File: src/hw/rtl/assert_macros.svh
// Assertion macros for the RTL files.
// No dependencies; pull in with an include of the bare file name.
`ifndef ASSERT_MACROS_SVH
`define ASSERT_MACROS_SVH

// Concurrent check on a clock, switched off while reset is high.
`define ASSERT_CLKD(label, clk, rst, prop, msg) \
   label: assert property (@(posedge clk) disable iff (rst) (prop)) else $error(msg);

// Concurrent check that stays live through reset.
`define ASSERT_CLK(label, clk, prop, msg) \
   label: assert property (@(posedge clk) (prop)) else $error(msg);

`endif

File: src/hw/rtl/hcs_pkg.sv
// Types, codes and constants for the home clock and schedule controller.
// Used by every module of the block; no dependencies.
`default_nettype none

package hcs_pkg;

   // request kinds
   localparam logic [2:0] KIND_CLOCK_TICK  = 3'd0;
   localparam logic [2:0] KIND_HEATER_TICK = 3'd1;
   localparam logic [2:0] KIND_COMMAND     = 3'd2;
   localparam logic [2:0] KIND_EMERGENCY   = 3'd3;
   localparam logic [2:0] KIND_BUTTON      = 3'd4;

   // event codes
   localparam logic [3:0] EV_NONE          = 4'd0;
   localparam logic [3:0] EV_LIGHT_ON      = 4'd1;
   localparam logic [3:0] EV_LIGHT_OFF     = 4'd2;
   localparam logic [3:0] EV_HEATER_ON     = 4'd3;
   localparam logic [3:0] EV_HEATER_DONE   = 4'd4;
   localparam logic [3:0] EV_EMERGENCY     = 4'd5;
   localparam logic [3:0] EV_FAN_ON        = 4'd6;
   localparam logic [3:0] EV_ALARM_ON      = 4'd7;
   localparam logic [3:0] EV_SCHED_LIGHT   = 4'd8;
   localparam logic [3:0] EV_ALARM_CANCEL  = 4'd9;

   // configuration register indexes
   localparam int unsigned CSR_INDEX_W = 3;
   localparam int unsigned CSR_DATA_W  = 8;
   localparam logic [CSR_INDEX_W-1:0] CSR_CLOCK_TPS     = 3'd0;
   localparam logic [CSR_INDEX_W-1:0] CSR_HEATER_TPS    = 3'd1;
   localparam logic [CSR_INDEX_W-1:0] CSR_HEATER_RUN    = 3'd2;
   localparam logic [CSR_INDEX_W-1:0] CSR_FAN_ON_HOUR   = 3'd3;
   localparam logic [CSR_INDEX_W-1:0] CSR_FAN_OFF_HOUR  = 3'd4;
   localparam logic [CSR_INDEX_W-1:0] CSR_LIGHT_OFF_HOUR = 3'd5;

   // configuration reset values
   localparam logic [7:0] CLOCK_TPS_RESET      = 8'd15;
   localparam logic [7:0] HEATER_TPS_RESET     = 8'd244;
   localparam logic [5:0] HEATER_RUN_RESET     = 6'd15;
   localparam logic [4:0] FAN_ON_HOUR_RESET    = 5'd18;
   localparam logic [4:0] FAN_OFF_HOUR_RESET   = 5'd7;
   localparam logic [4:0] LIGHT_OFF_HOUR_RESET = 5'd22;

   // clock state reset values and limits
   localparam logic [5:0] SECONDS_RESET = 6'd58;
   localparam logic [5:0] MINUTES_RESET = 6'd59;
   localparam logic [4:0] HOURS_RESET   = 5'd6;
   localparam logic [5:0] LAST_SECOND   = 6'd59;
   localparam logic [5:0] LAST_MINUTE   = 6'd59;
   localparam logic [4:0] LAST_HOUR     = 5'd23;

   // command characters
   localparam logic [7:0] CHAR_L_UPPER = 8'h4C;
   localparam logic [7:0] CHAR_L_LOWER = 8'h6C;
   localparam logic [7:0] CHAR_O_UPPER = 8'h4F;
   localparam logic [7:0] CHAR_O_LOWER = 8'h6F;
   localparam logic [7:0] CHAR_H_UPPER = 8'h48;
   localparam logic [7:0] CHAR_H_LOWER = 8'h68;

   typedef struct packed {
      logic [2:0] kind;
      logic [7:0] rx_byte;
      logic [1:0] button_lines;
   } req_type;

   typedef struct packed {
      logic       light_on;
      logic       fan_on;
      logic       heater_on;
      logic       alarm_on;
      logic [4:0] hours;
      logic [5:0] minutes;
      logic [5:0] seconds;
      logic [3:0] event_code;
   } rsp_type;

   typedef struct packed {
      logic [7:0] clock_ticks_per_second;
      logic [7:0] heater_ticks_per_second;
      logic [5:0] heater_run_minutes;
      logic [4:0] fan_on_hour;
      logic [4:0] fan_off_alarm_hour;
      logic [4:0] light_off_hour;
   } cfg_type;

endpackage

`default_nettype wire

File: src/hw/rtl/hcs_csr.sv
// Configuration registers of the controller, written over the csr channel.
// Depends on hcs_pkg for register indexes, reset values and cfg_type.
`default_nettype none

module hcs_csr (
   input  wire logic                           clock,
   input  wire logic                           reset,
   input  wire logic                           csr_valid,
   output logic                                csr_ready,
   input  wire logic [hcs_pkg::CSR_INDEX_W-1:0] csr_index,
   input  wire logic [hcs_pkg::CSR_DATA_W-1:0]  csr_wdata,
   output hcs_pkg::cfg_type                    cfg
);
   import hcs_pkg::*;

   cfg_type cfg_ff;
   cfg_type cfg_in;

   assign csr_ready = 1'b1;
   assign cfg       = cfg_ff;

   always_comb begin
      cfg_in = cfg_ff;
      if (csr_valid) begin
         case (csr_index)
            CSR_CLOCK_TPS:      cfg_in.clock_ticks_per_second  = csr_wdata;
            CSR_HEATER_TPS:     cfg_in.heater_ticks_per_second = csr_wdata;
            CSR_HEATER_RUN:     cfg_in.heater_run_minutes      = csr_wdata[5:0];
            CSR_FAN_ON_HOUR:    cfg_in.fan_on_hour             = csr_wdata[4:0];
            CSR_FAN_OFF_HOUR:   cfg_in.fan_off_alarm_hour      = csr_wdata[4:0];
            CSR_LIGHT_OFF_HOUR: cfg_in.light_off_hour          = csr_wdata[4:0];
            default:            cfg_in = cfg_ff;
         endcase
      end
   end

   always_ff @(posedge clock) begin
      if (reset) begin
         cfg_ff.clock_ticks_per_second  <= CLOCK_TPS_RESET;
         cfg_ff.heater_ticks_per_second <= HEATER_TPS_RESET;
         cfg_ff.heater_run_minutes      <= HEATER_RUN_RESET;
         cfg_ff.fan_on_hour             <= FAN_ON_HOUR_RESET;
         cfg_ff.fan_off_alarm_hour      <= FAN_OFF_HOUR_RESET;
         cfg_ff.light_off_hour          <= LIGHT_OFF_HOUR_RESET;
      end else begin
         cfg_ff <= cfg_in;
      end
   end

endmodule

`default_nettype wire

File: src/hw/rtl/hcs_core.sv
// Clock, heater timer and output levels; one request handled per enabled cycle.
// Depends on hcs_pkg for codes, reset values and the req/rsp/cfg types.
`default_nettype none

module hcs_core (
   input  wire logic      clock,
   input  wire logic      reset,
   input  wire logic      step,
   input  hcs_pkg::req_type req,
   input  hcs_pkg::cfg_type cfg,
   output hcs_pkg::rsp_type rsp
);
   import hcs_pkg::*;

   logic [7:0] tick_ff,     tick_in;
   logic [5:0] sec_ff,      sec_in;
   logic [5:0] min_ff,      min_in;
   logic [4:0] hour_ff,     hour_in;
   logic [7:0] htick_ff,    htick_in;
   logic [5:0] hsec_ff,     hsec_in;
   logic [5:0] hmin_ff,     hmin_in;
   logic       light_ff,    light_in;
   logic       fan_ff,      fan_in;
   logic       heater_ff,   heater_in;
   logic       alarm_ff,    alarm_in;

   logic [3:0] ev;
   logic       sched;
   logic       l0_low;
   logic       l1_low;
   logic [7:0] tick_inc;
   logic [7:0] htick_inc;
   logic [6:0] hmin_inc;

   function automatic logic [4:0] next_hour(input logic [4:0] h);
      next_hour = (h >= LAST_HOUR) ? 5'd0 : h + 5'd1;
   endfunction

   assign l0_low    = ~req.button_lines[0];
   assign l1_low    = ~req.button_lines[1];
   assign tick_inc  = tick_ff + 8'd1;
   assign htick_inc = htick_ff + 8'd1;
   assign hmin_inc  = {1'b0, hmin_ff} + 7'd1;

   always_comb begin
      tick_in   = tick_ff;
      sec_in    = sec_ff;
      min_in    = min_ff;
      hour_in   = hour_ff;
      htick_in  = htick_ff;
      hsec_in   = hsec_ff;
      hmin_in   = hmin_ff;
      light_in  = light_ff;
      fan_in    = fan_ff;
      heater_in = heater_ff;
      alarm_in  = alarm_ff;
      ev        = EV_NONE;
      sched     = 1'b0;

      case (req.kind)
         KIND_CLOCK_TICK: begin
            tick_in = tick_inc;
            if (tick_inc >= cfg.clock_ticks_per_second) begin
               tick_in = 8'd0;
               sched   = 1'b1;
               if (sec_ff >= LAST_SECOND) begin
                  sec_in = 6'd0;
                  if (min_ff >= LAST_MINUTE) begin
                     min_in  = 6'd0;
                     hour_in = next_hour(hour_ff);
                  end else begin
                     min_in = min_ff + 6'd1;
                  end
               end else begin
                  sec_in = sec_ff + 6'd1;
               end
            end
         end
         KIND_HEATER_TICK: begin
            if (heater_ff) begin
               htick_in = htick_inc;
               if (htick_inc >= cfg.heater_ticks_per_second) begin
                  htick_in = 8'd0;
                  if (hsec_ff >= LAST_SECOND) begin
                     hsec_in = 6'd0;
                     // run time reached: stop the heater and clear its timer
                     if (hmin_inc >= {1'b0, cfg.heater_run_minutes}) begin
                        heater_in = 1'b0;
                        hmin_in   = 6'd0;
                        ev        = EV_HEATER_DONE;
                     end else begin
                        hmin_in = hmin_inc[5:0];
                     end
                  end else begin
                     hsec_in = hsec_ff + 6'd1;
                  end
               end
            end
         end
         KIND_COMMAND: begin
            if (req.rx_byte == CHAR_L_UPPER || req.rx_byte == CHAR_L_LOWER) begin
               light_in = 1'b1;
               ev       = EV_LIGHT_ON;
            end else if (req.rx_byte == CHAR_O_UPPER || req.rx_byte == CHAR_O_LOWER) begin
               light_in = 1'b0;
               ev       = EV_LIGHT_OFF;
            end else if (req.rx_byte == CHAR_H_UPPER || req.rx_byte == CHAR_H_LOWER) begin
               heater_in = 1'b1;
               ev        = EV_HEATER_ON;
            end
         end
         KIND_EMERGENCY: begin
            light_in  = 1'b0;
            fan_in    = 1'b0;
            heater_in = 1'b0;
            alarm_in  = 1'b0;
            ev        = EV_EMERGENCY;
         end
         KIND_BUTTON: begin
            // minute step is blocked while the alarm sounds
            if (l1_low && !l0_low && !alarm_ff) begin
               sched = 1'b1;
               if (min_ff >= LAST_MINUTE) begin
                  min_in  = 6'd0;
                  hour_in = next_hour(hour_ff);
               end else begin
                  min_in = min_ff + 6'd1;
               end
            end
            if (l0_low && !l1_low) begin
               sched   = 1'b1;
               hour_in = next_hour(hour_ff);
            end
            if (l0_low && l1_low) begin
               sched   = 1'b1;
               sec_in  = 6'd0;
               min_in  = 6'd0;
               hour_in = 5'd0;
            end
         end
         default: begin
            ev = EV_NONE;
         end
      endcase

      // schedule checks on the updated time, last match wins the event
      if (sched && min_in == 6'd0 && sec_in == 6'd0) begin
         if (hour_in == cfg.fan_on_hour) begin
            fan_in = 1'b1;
            ev     = EV_FAN_ON;
         end
         if (hour_in == cfg.fan_off_alarm_hour) begin
            fan_in   = 1'b0;
            alarm_in = 1'b1;
            ev       = EV_ALARM_ON;
         end
         if (hour_in == cfg.light_off_hour) begin
            light_in = 1'b0;
            ev       = EV_SCHED_LIGHT;
         end
      end

      // cancel may drop an alarm raised just above
      if (req.kind == KIND_BUTTON && alarm_in && l1_low) begin
         alarm_in = 1'b0;
         ev       = EV_ALARM_CANCEL;
      end
   end

   always_comb begin
      rsp.light_on   = light_in;
      rsp.fan_on     = fan_in;
      rsp.heater_on  = heater_in;
      rsp.alarm_on   = alarm_in;
      rsp.hours      = hour_in;
      rsp.minutes    = min_in;
      rsp.seconds    = sec_in;
      rsp.event_code = ev;
   end

   always_ff @(posedge clock) begin
      if (reset) begin
         tick_ff   <= 8'd0;
         sec_ff    <= SECONDS_RESET;
         min_ff    <= MINUTES_RESET;
         hour_ff   <= HOURS_RESET;
         htick_ff  <= 8'd0;
         hsec_ff   <= 6'd0;
         hmin_ff   <= 6'd0;
         light_ff  <= 1'b0;
         fan_ff    <= 1'b0;
         heater_ff <= 1'b0;
         alarm_ff  <= 1'b0;
      end else if (step) begin
         tick_ff   <= tick_in;
         sec_ff    <= sec_in;
         min_ff    <= min_in;
         hour_ff   <= hour_in;
         htick_ff  <= htick_in;
         hsec_ff   <= hsec_in;
         hmin_ff   <= hmin_in;
         light_ff  <= light_in;
         fan_ff    <= fan_in;
         heater_ff <= heater_in;
         alarm_ff  <= alarm_in;
      end
   end

endmodule

`default_nettype wire

File: src/hw/rtl/home_clock_schedule_controller.sv
// Channel  Direction  Handshake            Payload
// req      in         req_valid/req_stall  hcs_pkg::req_type
// rsp      out        rsp_valid/rsp_stall  hcs_pkg::rsp_type
// csr      in         csr_valid/csr_ready  csr_index, csr_wdata
//
// One request per cycle sustained while the result side does not stall.
// Each request passes the request register, hcs_core and then the result register.
// Synchronous active-high reset restores the clock to 06:59:58 and all outputs off.
// A stalled result holds in the result register; the request register then holds
// one more request and req_stall rises only when both are full.
// Depends on hcs_pkg, hcs_csr, hcs_core and assert_macros.svh.
`default_nettype none
`include "assert_macros.svh"

module home_clock_schedule_controller (
   input  wire logic                            clock,
   input  wire logic                            reset,
   input  wire logic                            req_valid,
   output logic                                 req_stall,
   input  hcs_pkg::req_type                     req_data,
   output logic                                 rsp_valid,
   input  wire logic                            rsp_stall,
   output hcs_pkg::rsp_type                     rsp_data,
   input  wire logic                            csr_valid,
   output logic                                 csr_ready,
   input  wire logic [hcs_pkg::CSR_INDEX_W-1:0] csr_index,
   input  wire logic [hcs_pkg::CSR_DATA_W-1:0]  csr_wdata
);
   import hcs_pkg::*;

   logic    in_valid_ff, in_valid_in;
   req_type in_data_ff;
   logic    out_valid_ff, out_valid_in;
   rsp_type out_data_ff;
   logic    take;
   logic    fire;
   cfg_type cfg;
   rsp_type core_rsp;

   // advance the held request when the result register is free or draining
   assign fire         = in_valid_ff && (!out_valid_ff || !rsp_stall);
   assign req_stall    = in_valid_ff && !fire;
   assign take         = req_valid && !req_stall;
   assign in_valid_in  = take || (in_valid_ff && !fire);
   assign out_valid_in = fire || (out_valid_ff && rsp_stall);

   assign rsp_valid = out_valid_ff;
   assign rsp_data  = out_data_ff;

   hcs_csr u_csr (
      .clock     (clock),
      .reset     (reset),
      .csr_valid (csr_valid),
      .csr_ready (csr_ready),
      .csr_index (csr_index),
      .csr_wdata (csr_wdata),
      .cfg       (cfg)
   );

   hcs_core u_core (
      .clock (clock),
      .reset (reset),
      .step  (fire),
      .req   (in_data_ff),
      .cfg   (cfg),
      .rsp   (core_rsp)
   );

   always_ff @(posedge clock) begin
      if (reset) begin
         in_valid_ff  <= 1'b0;
         out_valid_ff <= 1'b0;
      end else begin
         in_valid_ff  <= in_valid_in;
         out_valid_ff <= out_valid_in;
      end
   end

   always_ff @(posedge clock) begin
      if (take) begin
         in_data_ff <= req_data;
      end
      if (fire) begin
         out_data_ff <= core_rsp;
      end
   end

   `ASSERT_CLKD(a_fire_gives_result, clock, reset, fire |=> rsp_valid, "request advanced without result")
   `ASSERT_CLKD(a_time_in_range, clock, reset, rsp_valid |-> (rsp_data.hours <= LAST_HOUR && rsp_data.minutes <= LAST_MINUTE && rsp_data.seconds <= LAST_SECOND), "clock out of range")
   `ASSERT_CLKD(a_emergency_all_off, clock, reset, (rsp_valid && rsp_data.event_code == EV_EMERGENCY) |-> !(rsp_data.light_on || rsp_data.fan_on || rsp_data.heater_on || rsp_data.alarm_on), "emergency left an output on")
   `ASSERT_CLK(a_reset_empties, clock, reset |=> (!rsp_valid && !req_stall), "pipeline not empty after reset")

endmodule

`default_nettype wire

File: config.mk
export PLATFORM = sky130hd
export DESIGN_NAME = home_clock_schedule_controller
export DESIGN_NICKNAME = d
export VERILOG_FILES = /design/src/hw/rtl/hcs_pkg.sv /design/src/hw/rtl/hcs_csr.sv /design/src/hw/rtl/hcs_core.sv /design/src/hw/rtl/home_clock_schedule_controller.sv
export VERILOG_INCLUDE_DIRS = /design/src /design/src/hw/rtl
export SDC_FILE = /design/constraint.sdc
export NUM_CORES = 1
export LEC_CHECK = 0
export BUFFER_PORTS_ARGS = -buffer_cell sky130_fd_sc_hd__buf_4
export CORE_MARGIN = 2
export CORE_UTILIZATION = 30
export CTS_CLUSTER_DIAMETER = 100
export DETAILED_ROUTE_END_ITERATION = 6
export GPL_TIMING_DRIVEN = 0
export PLACE_DENSITY = 0.43
export SLEW_MARGIN = 20
export SYNTH_ARGS = -nofsm -noshare
export SYNTH_HDL_FRONTEND = slang
export SYNTH_HIERARCHICAL = 1
export SYNTH_SLANG_ARGS = --single-unit
File: constraint.sdc
create_clock -name clock -period 7.8 [get_ports clock]
set_clock_uncertainty 0.1 [all_clocks]
set_input_delay 0.78 -clock clock [delete_from_list [all_inputs] [get_ports clock]]
set_output_delay 0.78 -clock clock [all_outputs]
set_load 0.02 [all_outputs]
==> impl_metrics.csv <==
group,metric,value,unit
final_layout,fillers,2493,
pwr,power_density,196,nW/um2
route,drc,0,
final_layout,final-seq-area,2870,um2
placed_design,dp.cells,1180,
pwr,p_leak,0.00353,uW
route,drtIter0Drc,369,
route,antenna_left,0,
worst_setup_path,crit_fanout,10,
placed_design,place_congestion,0.833,
clock_network,postCtsSetupBuffers,0,
worst_setup_path,crit_type,"reg -> reg",
placed_design,io_buffers,52,
sta,fin_crit,5.02,ns
clock_network,clk_pin_slew,0.06,ns
worst_setup_path,cp_data_arrival_time,5.15,ns
sta,setup_viol_count_final,0,
route,highest_layer,"met4",
sta,hold_viol,0,
clock_network,clockBufferDepth,2,
clock_network,root_buffer,"clkbuf_16",
sta,finalSetupTns,0,ns
die,rows,56,
route,post_drt_wl_per_cell,17.2,um
clock_network,hold_buffers,0,
clock_network,ctsResizeCount,0,
sta,slew_headroom,22.5,%
final_layout,area_growth,19.7,%
final_layout,diodes,0,
die,design.core.area,23500,um2
final_layout,final_cells,1212,
synthesis,yosysWarnings,6,
pwr,ir_drop,0.0000911,V
clock_network,cts_tree,"built",
sta,slew_viol_final,0,
synthesis,syn_area,7230,um2
worst_setup_path,end_kind,"register",
clock_network,clock_latency,0.43,ns
die,die_h,159,um
placed_design,post-place-ws,2.81,ns
clock_network,h-tree-depth,4,
sta,max_freq,0.199,GHz
grt,grtUsageTotal,16.5,%
grt,overflow,0,
clock_network,numCtsBuffers,17,
route,wl_met3,844,um
route,wirelength,20900,um
worst_setup_path,crit_required,7.93,ns
final_layout,multi_input_area,4000,um2
job,max-cap-violations,0,
synthesis,syn-num-nets,866,
grt,grt_pass1_wl,32900,um
final_layout,fin_nets,938,
synthesis,syn_inst,808,
final_layout,utilization,36.8,%
die,ioPinCount,57,
grt,grt_pass1_vias,5816,
route,via_per_inst,5.01,
hold_path,hold_class,"reg -> reg",
placed_design,hpwl,15400,um
sta,post-route-period-util,64.3,%
sta,timing.final.ws_setup,2.78,ns
route,vias,6073,
route,first_pass_iters,5,
die,die-width,159,um
sta,rsz0062_at_grt,"no",
worst_setup_path,startpoint_type,"register",
final_layout,post_route_cells_drive_above_1_share,14.0,%
clock_network,cts_sinks,125,
final_layout,fin_area,8660,um2
route,route.met2.wl,9870,um
grt,grt_max_degree,19,
grt,grt_antenna_before_repair,0,
outcome,status,"completed",
synthesis,synth_area_per_cell,8.95,um2
sta,max_slew.worst_pin.slew,1.16,ns
die,initial_core_util,30.7,%
placed_design,place_area,8060,um2
die,die-area,25400,um2
route,wl_met1,9940,um
==> layout by cell type, fill, tap and decap left out, types with 17 or more instances in the layout <==
cell type / n
a21oi_1: 47
nor3_1: 24
edfxtp_1: 37
nand2_1: 51
nor2_1: 94
dfxtp_1: 88
mux2i_1: 40
ha_1: 29
clkbuf_16: 17
buf_4: 57
nand2b_1: 32
inv_1: 36
nand3_1: 21
xor2_1: 22
o21ai_0: 29
clkbuf_1: 36
==> worst max-delay path, stage by stage, from the launching register on <==
cell and delay (ns):
dfxtp_1 0.39, ha_1 0.25, nand3_1 0.21, nor2_1 0.19, xor2_1 0.21, ha_1 0.28
o21ai_0 0.31, o21ba_1 0.22, a21boi_1 0.32, buf_2 0.31, nor3_1 0.11, a221oi_2 0.65
xor2_1 0.13, nor4_1 0.61, o21ai_0 0.22, a221oi_1 0.31
==> metrics by stage <==
| stage | total power, uW | hold WS, ns |
|---|---|---|
| 6_report | 1700 | 0.374 |
| 2_1_floorplan | 827 | 0.344 |
| 5_1_grt | 1770 | 0.392 |
| 3_5_place_dp | 896 | 0.366 |
| 4_1_cts | 1720 | 0.375 |
| 3_3_place_gp | 895 | 0.365 |
==> layer usage <==
| metal | track usage [%] | vias up |
|---|---|---|
| li1 | - | 3078 |
| met1 | 21.6 | 2871 |
| met2 | 27.9 | 106 |
| met3 | 3.78 | 18 |
| met4 | 3.64 | 0 |
| met5 | 0 | - |
==> worst paths after layout <==
check / from / endpoint / slack [ns] / cells after the start
worst max-delay path: u_core/tick_ff[0] / rsp_data[2] / 2.78 / 15
worst min-delay path: u_csr/cfg[34] / u_csr/cfg[34] / 0.37 / 2
worst max register to register: u_core/tick_ff[0] / rsp_data[2] / 2.78 / 15
worst min register to register: u_csr/cfg[34] / u_csr/cfg[34] / 0.37 / 2
==> sequential cells by signal, indices dropped and copies added (netlist names) <==
name and count:
u_csr/cfg 37, rsp_data 25, in_data_ff 12, u_core/htick_ff 8, u_core/tick_ff 8, u_core/hmin_ff 6
u_core/hsec_ff 6, u_core/min_ff 6, u_core/sec_ff 6, u_core/hour_ff 5, in_valid_ff 1, rsp_valid 1
u_core/alarm_ff 1, u_core/fan_ff 1, u_core/heater_ff 1, u_core/light_ff 1
==> cell type report <==
class                   instances  share of cell area [%]
plain buffers                  51                    2.72
clock buffers                  19                    5.00
clock inverters                13                    1.89
inverters                      36                    1.56
multi-input cells             596                    46.2
flip-flops and latches        125                    33.2
well taps                     319                    4.61
repair buffers                 53                    4.83
==> report_power, final <==
part / switching (uW) / internal (uW) / total, uW
Sequential: 12.2 / 690 / 702
Clock: 314 / 505 / 819
Combinational: 112 / 66.9 / 179
Total: 438 / 1260 / 1700
No activity file was read; power rests on OpenSTA's default activity.
